--- config.mk ---
export PLATFORM = sky130hd
export DESIGN_NAME = masked_interrupt_controller
export DESIGN_NICKNAME = d
export VERILOG_FILES = /design/src/rtl/mic_pkg.sv /design/src/rtl/masked_interrupt_controller.sv
export SDC_FILE = /design/constraint.sdc
export NUM_CORES = 1
export LEC_CHECK = 0
export ABC_AREA = 1
export BUFFER_PORTS_ARGS = -buffer_cell sky130_fd_sc_hd__buf_2
export CAP_MARGIN = 10
export CORE_MARGIN = 1
export CORE_UTILIZATION = 53
export DETAILED_ROUTE_END_ITERATION = 6
export PLACE_DENSITY = 0.72
export SYNTH_ARGS = -nofsm -noshare
export SYNTH_HDL_FRONTEND = slang
export SYNTH_SLANG_ARGS = --single-unit
--- constraint.sdc ---
create_clock -name clk -period 6.9 [get_ports clk]
set_clock_uncertainty 0.15 [all_clocks]
set_input_delay 0 -clock clk [delete_from_list [all_inputs] [get_ports clk]]
set_output_delay 0 -clock clk [all_outputs]
set_load 0.005 [all_outputs]
--- src/rtl/mic_pkg.sv ---
// mic_pkg: shared types and constants of the masked interrupt controller
// request and response beat structs, op codes, register windows, sequencer states
// no dependencies
`timescale 1ns / 1ps

package mic_pkg;

    // default sizes
    localparam int NUM_BANKS_DEF      = 3;
    localparam int LINES_PER_BANK_DEF = 32;

    // field widths fixed by the beat formats
    localparam int DATA_W    = 32;
    localparam int ADDR_W    = 6;
    localparam int BANK_IN_W = 2;
    localparam int IRQ_W     = 7;
    localparam int IRQ_BIT_W = 5;

    // register map: window bases, map end, bank slots per window
    localparam logic [ADDR_W-1:0] BASE_STATUS   = 6'h00;
    localparam logic [ADDR_W-1:0] BASE_MASKSTAT = 6'h0c;
    localparam logic [ADDR_W-1:0] BASE_SET      = 6'h18;
    localparam logic [ADDR_W-1:0] BASE_CLEAR    = 6'h24;
    localparam logic [ADDR_W-1:0] MAP_END       = 6'h30;
    localparam int                SLOTS_PER_WIN = 3;

    typedef enum logic [1:0] {
        OP_READ     = 2'd0,
        OP_WRITE    = 2'd1,
        OP_LEVELS   = 2'd2,
        OP_DISPATCH = 2'd3
    } op_t;

    typedef enum logic [1:0] {
        WIN_STATUS   = 2'd0,
        WIN_MASKSTAT = 2'd1,
        WIN_SET      = 2'd2,
        WIN_CLEAR    = 2'd3
    } win_t;

    typedef enum logic [1:0] {
        ST_IDLE,
        ST_EXEC,
        ST_SCAN
    } state_t;

    typedef struct packed {
        op_t                  op;
        logic [ADDR_W-1:0]    address;
        logic [BANK_IN_W-1:0] bank;
        logic [DATA_W-1:0]    write_data;
    } req_t;

    typedef struct packed {
        logic [DATA_W-1:0] read_data;
        logic [IRQ_W-1:0]  irq_number;
        logic              irq_valid;
        logic              last;
    } rsp_t;

endpackage

--- src/rtl/masked_interrupt_controller.sv ---
// masked_interrupt_controller: level interrupt controller, per-bank levels and masks
// register read/write, line update and dispatch under a small sequencer
// depends on mic_pkg
// a register access or line update returns its single beat from the response register
// after request capture; one item at a time, a new request is taken only in idle; a dispatch
// gives one irq beat per unstalled cycle from the find-first-set unit on the pending snapshot
// reset: line levels clear, all masks set (every line masked), no response pending
`timescale 1ns / 1ps

module masked_interrupt_controller
    import mic_pkg::*;
#(
    parameter int NUM_BANKS      = NUM_BANKS_DEF,
    parameter int LINES_PER_BANK = LINES_PER_BANK_DEF
)
(
    input  logic clk,
    input  logic rst_n,
    input  logic req_valid,
    output logic req_stall,
    input  req_t req,
    output logic rsp_valid,
    input  logic rsp_stall,
    output rsp_t rsp
);

    localparam int BANK_W = (NUM_BANKS > 1) ? $clog2(NUM_BANKS) : 1;
    localparam int LINE_W = $clog2(LINES_PER_BANK);

    // sequencer
    state_t state_reg, state_next;

    // captured request
    op_t                       op_reg;
    logic [ADDR_W-1:0]         addr_reg;
    logic [BANK_IN_W-1:0]      bank_reg;
    logic [LINES_PER_BANK-1:0] data_reg;

    // bank state
    logic [LINES_PER_BANK-1:0] levels_reg [NUM_BANKS];
    logic [LINES_PER_BANK-1:0] mask_reg   [NUM_BANKS];

    // pending snapshot for the scan
    logic [LINES_PER_BANK-1:0] pend_reg, pend_next;

    // response register
    logic rsp_valid_reg;
    rsp_t rsp_reg;

    // control strobes
    logic req_fire, rsp_free, exec_fire, scan_fire;

    // decode and datapath signals
    logic [ADDR_W-1:0]         win_base, win_off;
    win_t                      win;
    logic [1:0]                slot;
    logic                      mapped, bank_ok;
    logic [BANK_IN_W-1:0]      idx;
    logic [BANK_W-1:0]         idx_sel;
    logic                      idx_ok;
    logic [LINES_PER_BANK-1:0] lev_rd, mask_rd, pend_snap;
    logic [LINE_W-1:0]         first_idx;

    assign req_fire = req_valid && !req_stall;
    assign rsp_free = !rsp_valid_reg || !rsp_stall;

    // next state
    always_comb
    begin
        state_next = state_reg;
        unique case (state_reg)
            ST_IDLE:
            begin
                if (req_valid)
                    state_next = ST_EXEC;
            end
            ST_EXEC:
            begin
                if (rsp_free)
                begin
                    if (op_reg == OP_DISPATCH && pend_snap != '0)
                        state_next = ST_SCAN;
                    else
                        state_next = ST_IDLE;
                end
            end
            ST_SCAN:
            begin
                if (rsp_free && pend_next == '0)
                    state_next = ST_IDLE;
            end
            default: state_next = ST_IDLE;
        endcase
    end

    // sequencer outputs
    always_comb
    begin
        req_stall = 1'b1;
        exec_fire = 1'b0;
        scan_fire = 1'b0;
        unique case (state_reg)
            ST_IDLE: req_stall = 1'b0;
            ST_EXEC: exec_fire = rsp_free;
            ST_SCAN: scan_fire = rsp_free;
            default: req_stall = 1'b1;
        endcase
    end

    always_ff @(posedge clk or negedge rst_n)
    begin
        if (!rst_n)
            state_reg <= ST_IDLE;
        else
            state_reg <= state_next;
    end

    // capture request beat, drop absent lines
    always_ff @(posedge clk)
    begin
        if (req_fire)
        begin
            op_reg   <= req.op;
            addr_reg <= req.address;
            bank_reg <= req.bank;
            data_reg <= req.write_data[LINES_PER_BANK-1:0];
        end
    end

    // address decode: window by range compare, bank slot within window
    always_comb
    begin
        if (addr_reg >= BASE_CLEAR)
        begin
            win      = WIN_CLEAR;
            win_base = BASE_CLEAR;
        end
        else if (addr_reg >= BASE_SET)
        begin
            win      = WIN_SET;
            win_base = BASE_SET;
        end
        else if (addr_reg >= BASE_MASKSTAT)
        begin
            win      = WIN_MASKSTAT;
            win_base = BASE_MASKSTAT;
        end
        else
        begin
            win      = WIN_STATUS;
            win_base = BASE_STATUS;
        end
        win_off = addr_reg - win_base;
        slot    = win_off[3:2];
        mapped  = (addr_reg[1:0] == 2'b00) && (addr_reg < MAP_END)
                  && (32'(slot) < SLOTS_PER_WIN) && (32'(slot) < NUM_BANKS);
        bank_ok = 32'(bank_reg) < NUM_BANKS;
    end

    // one bank index per item: register slot or item bank
    always_comb
    begin
        if (op_reg == OP_READ || op_reg == OP_WRITE)
        begin
            idx    = slot;
            idx_ok = mapped;
        end
        else
        begin
            idx    = bank_reg;
            idx_ok = bank_ok;
        end
        idx_sel   = BANK_W'(idx);
        lev_rd    = idx_ok ? levels_reg[idx_sel] : '0;
        mask_rd   = idx_ok ? mask_reg[idx_sel] : '1;
        pend_snap = lev_rd & ~mask_rd;
    end

    // bank state updates
    always_ff @(posedge clk or negedge rst_n)
    begin
        if (!rst_n)
        begin
            for (int i = 0; i < NUM_BANKS; i++)
            begin
                levels_reg[i] <= '0;
                mask_reg[i]   <= '1;
            end
        end
        else if (exec_fire && idx_ok)
        begin
            if (op_reg == OP_LEVELS)
                levels_reg[idx_sel] <= data_reg;
            else if (op_reg == OP_WRITE && win == WIN_SET)
                mask_reg[idx_sel] <= mask_rd | data_reg;
            else if (op_reg == OP_WRITE && win == WIN_CLEAR)
                mask_reg[idx_sel] <= mask_rd & ~data_reg;
        end
    end

    // find-first-set unit over the pending snapshot
    always_comb
    begin
        first_idx = '0;
        for (int i = LINES_PER_BANK - 1; i >= 0; i--)
        begin
            if (pend_reg[i])
                first_idx = LINE_W'(i);
        end
        pend_next = pend_reg & (pend_reg - LINES_PER_BANK'(1));
    end

    always_ff @(posedge clk)
    begin
        if (exec_fire)
            pend_reg <= pend_snap;
        else if (scan_fire)
            pend_reg <= pend_next;
    end

    // response register
    always_ff @(posedge clk or negedge rst_n)
    begin
        if (!rst_n)
            rsp_valid_reg <= 1'b0;
        else if (scan_fire || (exec_fire && !(op_reg == OP_DISPATCH && pend_snap != '0)))
            rsp_valid_reg <= 1'b1;
        else if (!rsp_stall)
            rsp_valid_reg <= 1'b0;
    end

    always_ff @(posedge clk)
    begin
        if (exec_fire)
        begin
            rsp_reg.read_data  <= '0;
            rsp_reg.irq_number <= '0;
            rsp_reg.irq_valid  <= 1'b0;
            rsp_reg.last       <= 1'b1;
            if (op_reg == OP_READ && mapped && (win == WIN_STATUS || win == WIN_MASKSTAT))
                rsp_reg.read_data <= DATA_W'(win == WIN_STATUS ? lev_rd : mask_rd);
        end
        else if (scan_fire)
        begin
            rsp_reg.read_data  <= '0;
            rsp_reg.irq_number <= {bank_reg, IRQ_BIT_W'(first_idx)};
            rsp_reg.irq_valid  <= 1'b1;
            rsp_reg.last       <= (pend_next == '0);
        end
    end

    assign rsp_valid = rsp_valid_reg;
    assign rsp       = rsp_reg;

    // checks
    a_scan_has_pending: assert property (@(posedge clk) disable iff (!rst_n)
        state_reg == ST_SCAN |-> pend_reg != '0)
        else $error("scan running with empty pending snapshot");

    a_empty_beat_is_last: assert property (@(posedge clk) disable iff (!rst_n)
        rsp_valid && !rsp.irq_valid |-> rsp.last)
        else $error("non-irq beat without last");

    a_accept_to_exec: assert property (@(posedge clk) disable iff (!rst_n)
        req_valid && !req_stall |=> state_reg == ST_EXEC)
        else $error("accepted beat not executed");

    a_scan_beat_valid: assert property (@(posedge clk) disable iff (!rst_n)
        scan_fire |=> rsp_valid && rsp.irq_valid)
        else $error("scan step without irq beat");

endmodule
# Yosys cells after proc, flatten, opt, wreduce, memory -nomap -nowiden
# Index checks and enable logic that the tools add are counted.
# totals
input_bits	46
wordCells	149
ff_bits	310
output_inout_bits	43
# op_classes
n_eq_ne	12
bitwise_logic	8
n_mux	71
n_reduce_logical	31
addsub	2
n_lt_le_gt_ge	8
# op_table
op	count
$mux 32	11
$bwmux 96	3
$mux 96	2
$mux 5	32
$bmux 32 s2	2
$and 32x32->32	3
$mux 41	2
$demux 32 s2	1
$not 32->32	2
$logic_not 32->1	1
$or 32x32->32	1
$reduce_bool 32->1	1
$sub 32x1->32 const B	1
$mux 2	7
$logic_and 1x1->1	13
$mux 4	3
$eq 2x2->1 const B	5
$logic_not 2->1	4
$mux 1	7
$eq 2x1->1 const B	3
$ge 6x4->1 const B	1
$ge 6x5->1 const B	1
$ge 6x6->1 const B	1
$lt 6x6->1 const B	1
other kinds (14)	24

# Depth between registers and ports, before layout
# Gate-level depths: netlist of run 1.
# logic_depth
depth_word	34
mapped_depth	33
mapped_depth_nobuf	33

# Worst setup path before layout of run 1
# Ideal clock, no wire load.
# synth_timing
path_type	register to register
start	register state_reg[1]
end	register rsp_reg, in the netlist rsp[4]
synth_period_minus_slack_ns	3.379
required_ns	6.633
path_stages_with_launch	8
setup_slack_ns	3.521
n_path_buf	0
setup_time_ns	0.117
arrival_time_ns	3.112
path_cell_list	dfrtp_1 -> nor2_1 -> inv_1 -> nor2_1 -> clkinv_1 -> nand2_1 -> inv_1 -> a22o_1
# synth_via
elab_chain_len	2
word_cells_on_any_way	4
cone_classes	2 x eq/ne; 2 x mux
# synth_lines
element	line	source
from (decl)	masked_interrupt_controller.sv:31	state_t state_reg, state_next;
from (signal assigned)	masked_interrupt_controller.sv:115	state_reg <= state_next;
$eq 2x2->1 or $eq 2x1->1 (tied branches)	masked_interrupt_controller.sv:102	unique case (state_reg)
$mux 1	masked_interrupt_controller.sv:102	
to (decl)	masked_interrupt_controller.sv:48	rsp_t rsp_reg;
# Several ways; a longest one is shown, not always the timed one.
# A chain may end at the register's enable or synchronous reset.

# Worst setup path after layout of run 1
# layout_timing
start	register addr_reg[5]
end	register state_reg[1]
# layout_via
elab_chain_len	18
word_cells_on_any_way	30
cone_classes	1 x add/sub; 5 x order compare; 16 x mux; 3 x bitwise; 5 x reduce/logical
# layout_lines
element	line	source
from (decl)	masked_interrupt_controller.sv:35	logic [ADDR_W-1:0] addr_reg;
from (signal assigned)	masked_interrupt_controller.sv:124	addr_reg <= req.address;
$ge 6x4->1	masked_interrupt_controller.sv:143	else if (addr_reg >= BASE_MASKSTAT)
$mux 4	masked_interrupt_controller.sv:143	
$mux 4	masked_interrupt_controller.sv:138	else if (addr_reg >= BASE_SET)
$mux 4	masked_interrupt_controller.sv:133	if (addr_reg >= BASE_CLEAR)
$sub 4x4->4	masked_interrupt_controller.sv:153	win_off = addr_reg - win_base;
$mux 2	masked_interrupt_controller.sv:163	if (op_reg == OP_READ || op_reg == OP_WRITE)
$not 2->3 (implied by the code)	masked_interrupt_controller.sv:174, masked_interrupt_controller.sv:175	
$bmux 32 s2	masked_interrupt_controller.sv:175	mask_rd = idx_ok ? mask_reg[idx_sel] : '1;
$mux 32 (implied by the code) (2 in a row)	masked_interrupt_controller.sv:175	
$mux 32	masked_interrupt_controller.sv:175	
$not 32->32	masked_interrupt_controller.sv:176	pend_snap = lev_rd & ~mask_rd;
$and 32x32->32 *	masked_interrupt_controller.sv:176	
$reduce_bool 32->1 *	masked_interrupt_controller.sv:81	if (op_reg == OP_DISPATCH && pend_snap != '0)
$logic_and 1x1->1 *	masked_interrupt_controller.sv:81	
$mux 2 *	masked_interrupt_controller.sv:81	
$mux 2 *	masked_interrupt_controller.sv:79	if (rsp_free)
$pmux 2 s3 *	masked_interrupt_controller.sv:71	unique case (state_reg)
# Mark *: on every way between the ends. The rest lies on a longest branch, timed or not. The select of a mux whose other input is x is not followed.

==> key figures, run 1 <==
Clocking
  – Num CTS Buffers: 35
  – Post-CTS Resized: 0
  – Clock Tree Root: clkbuf_16
  – H-tree levels: 2
  – CTS Buffer Depth: 3
  – Clk sinks: 310
  – Clk Latency, worst-skew pair: around 0.51 ns
  – Clock slew at reported path FFs: 0.06 ns
  – CTS tree: built

Place
  – Buffers on Ports: 88
  – Dpl hpwl: about 24000 µm
  – GP Congestion: approximately 0.91

Global route
  – Initial antenna violation count: 0
  – Vias in the first global route: 10800
  – First-pass GRT wire length: a little under 60000 µm
  – Grt total ovfl: 0
  – Tot GR Track Use: a little over a quarter
  – Largest net degree at the start of global routing: approximately 70

Drt
  – DRT Pass-1 Iters: 5
  – Drt wl/cell: between 15 and 20 µm
  – Top sig layer: met4
  – Via count: 11700
  – DR vias/cell: between 5 and 6
  – Final wirelength: between 30000 and 40000 µm
  – Met2 wire length: around 17000 µm
  – Post-DRT Antenna Nets: 0
  – DRC: 0
  – DRT iter0 DRCs: between 1000 and 1500
  – Wire length on met1: 16600 µm
  – Routed met3 length: about 2600 µm

STA
  – Setup TNS Final: 0 ns
  – Slew HR: slightly above 20%
  – Slew at the pin closest to its max-slew limit: roughly 1.2 ns
  – Final-report hold violation count: 0
  – WHS: slightly above 0.04 ns
  – RSZ-0062 raised after global routing: no
  – Peak Freq: roughly 190 MHz
  – Final setup fails: 0
  – Crit path time final: 5.18 ns
  – Max-slew violation count: 0
  – Period utilisation layout: 75.1%

Yosys
  – Sequential area share after synthesis: approximately 58%
  – Post-synth ARST share: between 60% and 70%
  – Complex-gate fraction of the synthesized area: ~16%
  – Syn_area_per_cell: 8.99 µm²
  – Synth area leader: edfxtp_1
  – Synth top area cells: edfxtp_1, dfstp_2, dfrtp_1, nand2_1, o21ai_0
  – EDFF count, synth: 106
  – Synth Cell Area: between 10000 and 15000 µm²
  – Yosys warns: 0
  – Main combinational cell family by area after synthesis: simple AND/OR/NAND/NOR gates
  – Synth Flop Type: edfxtp_1
  – Syn Inst Count: 1599
  – Adder-Cell Fraction of Synth Area: 0.0871%
  – Mux share of post-synthesis cell area: less than 1%
  – Distinct cells, synth: between 50 and 60
  – Area share of xor/xnor cells in the synthesized design: less than 1%
  – Synth top area share: roughly 22%
  – Mapped Nets: 1646
  – Synthesized flop and latch total: 310
  – Post-Synth Simple-Gate Area: approximately a fifth

Critical path
  – CP peak stage delay: roughly 0.58 ns
  – CP dominant cell by count: nand2_1
  – Worst Path Buf+Inv: 3
  – CP required: 7.14 ns
  – Family with the most delay on the worst path: simple AND/OR/NAND/NOR gates
  – CP max stage cell: nor2_8
  – Crit. End Element: flop
  – Crit Path Max Fanout: between 40 and 50
  – WP data arrival: ~5.4 ns
  – Crit start category: flop
  – CP Cell Sequence: nor2_1, nand2_2, inv_1, o21ai_0, ha_1, xnor2_1, xor2_2, o21ai_4, inv_4, nor2_8, buf_4, a22oi_1, nand2_1, nor2_1, nand2_1, nand2_1, nor3_1, nor3b_2, nand3_1, nand2_1, o21ai_1
  – Setup CP Type: reg2reg

Final layout
  – Layout cells sized above 1: between 10% and 20%
  – # nets final: between 1500 and 2000
  – Layout area overhead: 16.4%
  – N_diodes: 0

Floorplan
  – Io pins: between 80 and 90
  – Initial Utilization: 54.5%
  – Die Span X: between 150 and 200 µm
  – Placement Rows: ~60
  – Die height: about 170 µm
  – Die Area: ~28000 µm²
  – Core ar.: between 20000 and 30000 µm²

Run
  – Max_cap viols: 0

Pwr
  – Pwr Density: between 400 and 500 nW/µm²
  – Leakage: slightly above 7 nW
  – Maximum vdd drop: around 220 µV

Run status
  – Outcome: completed

Min path
  – Hold crit path type: in2reg
-- cell type report --
type                            count  area [µm²]
Multi-Input combinational cell   1080        5160
Sequential cell                   310        8360
Clock buffer                       51        1100
Timing Repair Buffer              153        1070
Fill cell                        2182        9620
Tap cell                          335         419
Inverter                          132         498
Clock inverter                     11         113
-- worst reg2reg max path, delay by kind of cell, from the launching register on --
family / cells / cell delay (ns)
simple gates: 11 / 2.33
flops: 1 / 0.45
compound gates: 4 / 0.58
fa+ha+maj: 1 / 0.22
xor+xnor: 2 / 0.42
buf+inv: 3 / 0.90
-- synth_stat cells (11+ instances only) --
| master | instances |
|---|---|
| a22oi_1 | 38 |
| a21oi_1 | 41 |
| dfstp_2 | 96 |
| dfrtp_1 | 99 |
| nor2_1 | 100 |
| clkbuf_1 | 48 |
| buf_2 | 15 |
| inv_2 | 11 |
| o21ai_0 | 269 |
| nand2_1 | 502 |
| nand3_1 | 35 |
| edfxtp_1 | 106 |
| inv_1 | 119 |
-- metal layers --
layer / up-vias / track usage, %
li1: 5551 / -
met1: 5567 / 39.1
met2: 518 / 41.5
met3: 67 / 3.73
met4: 0 / 8.41
met5: - / 0
-- metrics by stage --
stage	utilization [%]	setup WS [ns]	total power, mW	instances	cell area [µm²]
6_report	63.5	1.72	7.26	2072	16700
5_1_grt	63.5	1.37	7.69	2072	16700
4_1_cts	63.4	1.72	7.25	2071	16700
3_5_place_dp	57.0	1.80	5.29	1962	15000
3_3_place_gp	57.0	1.92	5.22	1962	15000
2_1_floorplan	-	3.52	4.60	1599	14400
-- final timing paths --
path | slack [ns] | end | from | depth (start not counted)
max | 1.72 | state_reg[1] | addr_reg[5] | 21
min | 0.04 | data_reg[23] | req[23] | 2
max reg2reg | 1.72 | state_reg[1] | addr_reg[5] | 21
min reg2reg | 0.31 | rsp[2] | rsp[2] | 2
max in group asynchronous | 5.56 | state_reg[1] | rst_n | 3
min in group asynchronous | 0.09 | mask_reg[92] | rst_n | 2
-- cell families after synthesis --
| kind of cell | after synthesis |
|---|---|
| and+or+nand+nor | 674 |
| AOI/OAI and AO/OA | 397 |
| buffers and inverters | 209 |
| muxes | 6 |
| xor gates and xnor gates | 2 |
| DFF | 310 |
| adders and majority gates | 1 |
-- layout by cell type, fill, tap and decap left out, types with 7 or more instances in the layout --
cell	instances
a21oi_2	8
buf_4	17
dlygate4sd3_1	46
nand2_1	495
nand3_1	35
inv_1	119
dfstp_2	96
nor2_1	97
dfxtp_1	9
clkbuf_16	41
o21ai_0	269
a22oi_1	38
inv_2	11
buf_2	87
nand2_2	8
a22oi_2	7
dfrtp_1	99
o221ai_1	9
a21oi_1	40
edfxtp_1	106
-- repair_timing --
action	CTS	global route
setup endpoints to repair	0	0
endpoints found under the hold margin	111	0
hold buffers	47	0
buffers inserted	0	0
-- power breakdown --
part	internal, mW	switching, mW
registers	2.78	0.356
clock network	1.19	0.735
logic	0.690	1.51
total	4.66	2.60
No activity file was read; power rests on OpenSTA's default activity.
==> inputs of run 2 (changes only) <==
PLACE_DENSITY = 0.75   (was 0.72)
clock period = 4.4 ns   (was 6.9 ns; I/O delays follow)
==> run 2 against run 1 <==
  * Die area stayed put
  * Power is 53% higher
  * Fmax is 30% higher
  * Design area is 0.19% lower
  * Global-route usage is 0.85 points higher
  * Highest routed layer unchanged
==> key figures, run 2 (synthesized netlist as in run 1, its figures left out) <==
Run status
  – Outcome: completed

Drt
  – DRT iter0 DRCs: roughly 1300
  – Via count: about 12000
  – DRC: 0
  – DR vias/cell: around 5.7
  – Drt wl/cell: about 18 µm
  – Post-DRT Antenna Nets: 0
  – DRT Pass-1 Iters: 5
  – Final wirelength: between 30000 and 40000 µm

Final layout
  – Most frequent cells in the layout: nand2_1, o21ai_0, inv_1
  – Layout area overhead: 16.2%
  – # nets final: 1763
  – Layout Cells excl Fill: slightly above 2000
  – Most common cell after layout, fill and taps aside: nand2_1
  – Post-route cell area: about 17000 µm²
  – Number of fill cells in the layout: ~2100
  – Layout cells sized above 1: between 10% and 20%
  – N_diodes: 0

Place
  – Cell Count Post-Placement: 1969
  – Buffers on Ports: 88
  – Placed cell areas: roughly 15000 µm²
  – GP Congestion: between 0.8 and 0.9
  – Dpl hpwl: around 25000 µm

Global route
  – Largest net degree at the start of global routing: approximately 100
  – Tot GR Track Use: 27.6%
  – Vias in the first global route: 11100
  – Grt total ovfl: 0
  – First-pass GRT wire length: ~60000 µm
  – Met2 usage: 42.8%
  – GR peak layer: met2
  – Initial antenna violation count: 0
  – M3 GR Usage: approximately 6%
  – GR met1 Demand/Resource: 38.6%

Clocking
  – CTS tree: built
  – CTS Buffer Depth: 3
  – H-tree levels: 2
  – Num CTS Buffers: 34
  – Clock slew at reported path FFs: ~0.070 ns
  – Hold_buf cts: 46
  – Post-CTS setup buffers: 0
  – Clock Tree Root: clkbuf_16
  – Clk Latency, worst-skew pair: around 0.51 ns
  – Clk sinks: 310
  – Post-CTS Resized: 0

Pwr
  – Maximum vdd drop: 287 µV
  – Total power: 11.1 mW
  – Pwr Density: between 600 and 700 nW/µm²
  – Leakage: roughly 7.1 nW

STA
  – Period utilisation layout: about nine tenths
  – Slew HR: 43.2%
  – Crit path time final: about 4.0 ns
  – Final-report hold violation count: 0
  – Peak Freq: around 250 MHz
  – Max-slew violation count: 0
  – WHS: approximately 0.0053 ns
  – RSZ-0062 raised after global routing: no
  – Final setup fails: 0
  – Slew at the pin closest to its max-slew limit: ~0.85 ns
  – Setup TNS Final: 0 ns

Floorplan
  – Initial Utilization: approximately 55%
  – Die Area: between 20000 and 30000 µm²
  – Die height: between 150 and 200 µm
  – Core ar.: approximately 26000 µm²
  – Placement Rows: just under 60
  – Io pins: slightly below 90
  – Die Span X: about 170 µm

Critical path
  – Crit start category: flop
  – Crit. End Element: flop
  – Crit Path Max Fanout: 46
  – Setup CP Type: reg2reg
  – WP data arrival: around 4.2 ns
  – CP required: ~4.6 ns

Run
  – Max_cap viols: 0

Min path
  – Hold crit path type: in2async
-- run 2: cell types whose count changed in the layout (fill, tap and decap cells not counted) --
cell | previous run | this run
clkbuf_16 | 41 | 35
clkinv_2 | 1 | 2
inv_6 | 0 | 1
buf_12 | 2 | 10
bufinv_16 | 2 | 1
clkinv_1 | 5 | 6
clkinv_4 | 3 | 0
inv_4 | 2 | 1
clkbuf_1 | 6 | 13
buf_4 | 17 | 14
-- run 2: per-layer routing --
metal,vias up,routed length [µm]
met1,5627,16500
met5,-,0
met3,72,3040
li1,5558,-
met2,495,17000
met4,0,1100
-- run 2: cell type report --
type / count / area, µm² / area share [%]
clock buffers: 52 / 980 / 5.87
flip-flops and latches: 310 / 8360 / 50.1
well taps: 335 / 419 / 2.51
multi-input cells: 1080 / 5160 / 30.9
inverters: 132 / 498 / 2.98
repair buffers: 158 / 1210 / 7.26
clock inverters: 9 / 67.6 / 0.405
-- run 2: worst paths after layout --
check	slack (ns)	start	cells past startpoint	to
max	0.41	addr_reg[3]	17	levels_reg[62]
min	0.005	rst_n	2	levels_reg[63]
max reg2reg	0.41	addr_reg[3]	17	levels_reg[62]
min reg2reg	0.32	rsp[1]	2	rsp[1]
max in group asynchronous	3.03	rst_n	3	mask_reg[17]
min in group clk	0.04	req[40]	2	op_reg[0]
-- run 2: per-stage QoR --
stage	setup slack (ns)	utilization (%)
6_report	0.414	63.4
3_5_place_dp	0.510	57.6
3_3_place_gp	0.572	57.6
2_1_floorplan	1.02	-
4_1_cts	0.486	63.4
5_1_grt	0.0583	63.4
-- run 2: worst max-delay path, stage by stage, from the launching register on --
cell and delay, ns:
edfxtp_1 0.40, inv_1 0.08, o21ai_0 0.32, o21ai_0 0.14
ha_1 0.21, xnor2_1 0.24, xor2_2 0.14, nand2_1 0.07
o211ai_1 0.11, nand2_1 0.10, o21ai_2 0.07, inv_2 0.36
nand2_1 0.19, nor3_2 0.27, nand2_2 0.35, buf_4 0.41
nand2_1 0.12, o21ai_0 0.08
-- run 2: where the power goes --
| group | internal, mW | switching, mW | leakage (nW) | total [mW] |
|---|---|---|---|---|
| Combinational | 1.13 | 2.38 | 3.22 | 3.51 |
| Sequential | 4.36 | 0.559 | 3.41 | 4.92 |
| Clock | 1.59 | 1.11 | 0.510 | 2.70 |
| Total | 7.08 | 4.05 | 7.14 | 11.1 |
==> inputs of run 3 (changes only) <==
CORE_ASPECT_RATIO = 0.5   (was not set)
REMOVE_ABC_BUFFERS = 1   (was not set)
==> run 3 against run 2 <==
  * Non-clock buffer count is 44 higher
  * Clock-buffer cell count is 6 lower
  * Cell count is 2.4% higher
  * Via count is 4.2% higher
  * Routed wire length is 8.1% higher
  * Largest power group unchanged
  * Flip-flop and latch count stayed put
  * Register-to-register slack worse by 0.23 ns
  * Critical path depth is 4 higher
  * Hold slack better by 0.0082 ns
  * Power is 1.7% lower
  * Global-route usage is 2.4 points higher
  * Sequential power hardly changed
  * Highest routed layer unchanged
==> key figures, run 3 (synthesized netlist as in run 1, its figures left out) <==
Run status
  – Outcome: completed

Drt
  – Drt wl/cell: between 15 and 20 µm
  – DR vias/cell: about 5.8
  – Post-DRT Antenna Nets: 0
  – Final wirelength: 40700 µm
  – DRC: 0
  – DRT iter0 DRCs: around 1500
  – Via count: 12200
  – DRT Pass-1 Iters: 5

Final layout
  – N_diodes: 0
  – Layout cells sized above 1: 17.8%
  – Number of fill cells in the layout: 2116
  – # nets final: 1800
  – Layout Cells excl Fill: between 2000 and 2500
  – Most common cell after layout, fill and taps aside: nand2_1
  – Multi-input logic area: roughly 5200 µm²
  – Util after Layout: a little under two thirds
  – FF+latch area: roughly 8400 µm²
  – Post-route cell area: ~17000 µm²
  – Most frequent cells in the layout: nand2_1, o21ai_0, inv_1
  – Layout area overhead: 17.5%

Global route
  – Largest net degree at the start of global routing: 67
  – Initial antenna violation count: 0
  – Grt total ovfl: 0
  – Tot GR Track Use: a little under a third
  – First-pass GRT wire length: ~65000 µm
  – Vias in the first global route: 11600

Floorplan
  – Die height: roughly 120 µm
  – Initial Utilization: a little over half
  – Core ar.: ~27000 µm²
  – Io pins: 89
  – Placement Rows: 42
  – Die Area: about 28000 µm²
  – Die Span X: 235 µm

Pwr
  – Leakage: ~7 nW
  – Clk pwr share: approximately 22%
  – Maximum vdd drop: between 300 and 400 µV
  – Net switching power figure: around 4.1 mW
  – Total power: ~11 mW
  – Reg power frac: between 40 and 50%
  – Combinational Power Share: ~33%
  – Pwr Density: between 600 and 700 nW/µm²
  – Internal power: 6.79 mW
  – Sw Share: 37.9%

Place
  – Place WS: 0.342 ns
  – Dpl hpwl: 26900 µm
  – Cell Count Post-Placement: between 1500 and 2000
  – Placed cell areas: 15200 µm²
  – GP Congestion: just over 1
  – Buffers on Ports: slightly below 90

Critical path
  – CP dominant cell by count: nand2_1
  – CP Cell Sequence: inv_1, o21ai_0, o21ai_0, ha_1, xnor2_1, xor2_2, o21ai_4, inv_4, nor2_8, buf_12, a22oi_1, nand2_1, nor2_1, nand2_1, nand2_1, inv_1, nand3_1, nor4_2, nand3_1, nand2_1, o21ai_1
  – Crit. End Element: flop
  – Crit Path Max Fanout: 27
  – Setup CP Type: reg2reg
  – CP required: 4.69 ns
  – CP max stage cell: edfxtp_1
  – WP data arrival: between 4 and 5 ns
  – Family with the most delay on the worst path: simple AND/OR/NAND/NOR gates
  – CP peak stage delay: ~0.4 ns
  – Worst Path Buf+Inv: 4
  – Crit start category: flop

STA
  – Setup TNS Final: 0 ns
  – Slew HR: 30.9%
  – Worst Setup Slack, final: roughly 0.19 ns
  – Peak Freq: around 240 MHz
  – Max-slew violation count: 0
  – Final setup fails: 0
  – Slew at the pin closest to its max-slew limit: slightly above 1 ns
  – WHS: about 0.013 ns
  – Crit path time final: ~4.2 ns
  – Final-report hold violation count: 0
  – Period utilisation layout: 95.7%
  – RSZ-0062 raised after global routing: no

Clocking
  – Num CTS Buffers: 27
  – Clock Tree Root: clkbuf_16
  – Clk Latency, worst-skew pair: approximately 0.58 ns
  – CTS Buffer Depth: 3
  – CTS tree: built
  – Clock slew at reported path FFs: approximately 0.07 ns
  – H-tree levels: 1
  – Clk sinks: 310

Run
  – Max_cap viols: 0

Min path
  – Hold crit path type: in2reg
[run 3: path summary, 6_finish.rpt]
| check | start | to | slack [ns] | depth (start not counted) |
|---|---|---|---|---|
| worst max-delay path | addr_reg[3] | state_reg[1] | 0.19 | 21 |
| worst min-delay path | req[0] | data_reg[0] | 0.01 | 2 |
| worst max register to register | addr_reg[3] | state_reg[1] | 0.19 | 21 |
| worst min register to register | rsp[2] | rsp[2] | 0.30 | 2 |
| max in group asynchronous | rst_n | levels_reg[78] | 3.19 | 3 |
| min in group asynchronous | rst_n | mask_reg[56] | 0.17 | 2 |
[run 3: worst reg2reg max path: stages, from the launching register on]
cell      delay (ns)
edfxtp_1        0.39
inv_1           0.08
o21ai_0         0.29
o21ai_0         0.13
ha_1            0.20
xnor2_1         0.25
xor2_2          0.15
o21ai_4         0.27
inv_4           0.11
nor2_8          0.37
buf_12          0.27
a22oi_1         0.10
nand2_1         0.09
nor2_1          0.10
nand2_1         0.11
nand2_1         0.08
inv_1           0.06
nand3_1         0.10
nor4_2          0.38
nand3_1         0.22
nand2_1         0.13
o21ai_1         0.06
[run 3: layout make-up]
cell class | instances | share of cell area (%)
Inverter | 132 | 2.95
Multi-Input combinational cell | 1080 | 30.6
Clock buffer | 46 | 4.66
Tap cell | 352 | 2.61
Sequential cell | 310 | 49.5
Clock inverter | 4 | 0.348
Timing Repair Buffer | 202 | 9.33
[run 3: metal layers]
layer  wire length, µm  track usage, %
met4               922            7.73
met3              4360            6.10
met5                 0               0
met2             17400            44.0
met1             18000            45.6
[run 3: repair_timing]
item / 4_1_cts / 5_1_grt
setup buffers: 0 / 0
hold buffers: 79 / 1
resized for setup: 0 / 0
endpoints found under the hold margin: 172 / 1
setup endpoints to repair: 0 / 0
[run 3: power groups by stage]
stage / combinational (mW) / sequential [mW] / clock (mW)
after detailed placement: 3.50 / 4.97 / 0
final: 3.63 / 4.95 / 2.35
after floorplan: 2.24 / 4.84 / 0
after global routing: 4.05 / 5.07 / 2.49
after CTS: 3.58 / 4.93 / 2.37
after global placement: 3.42 / 4.93 / 0
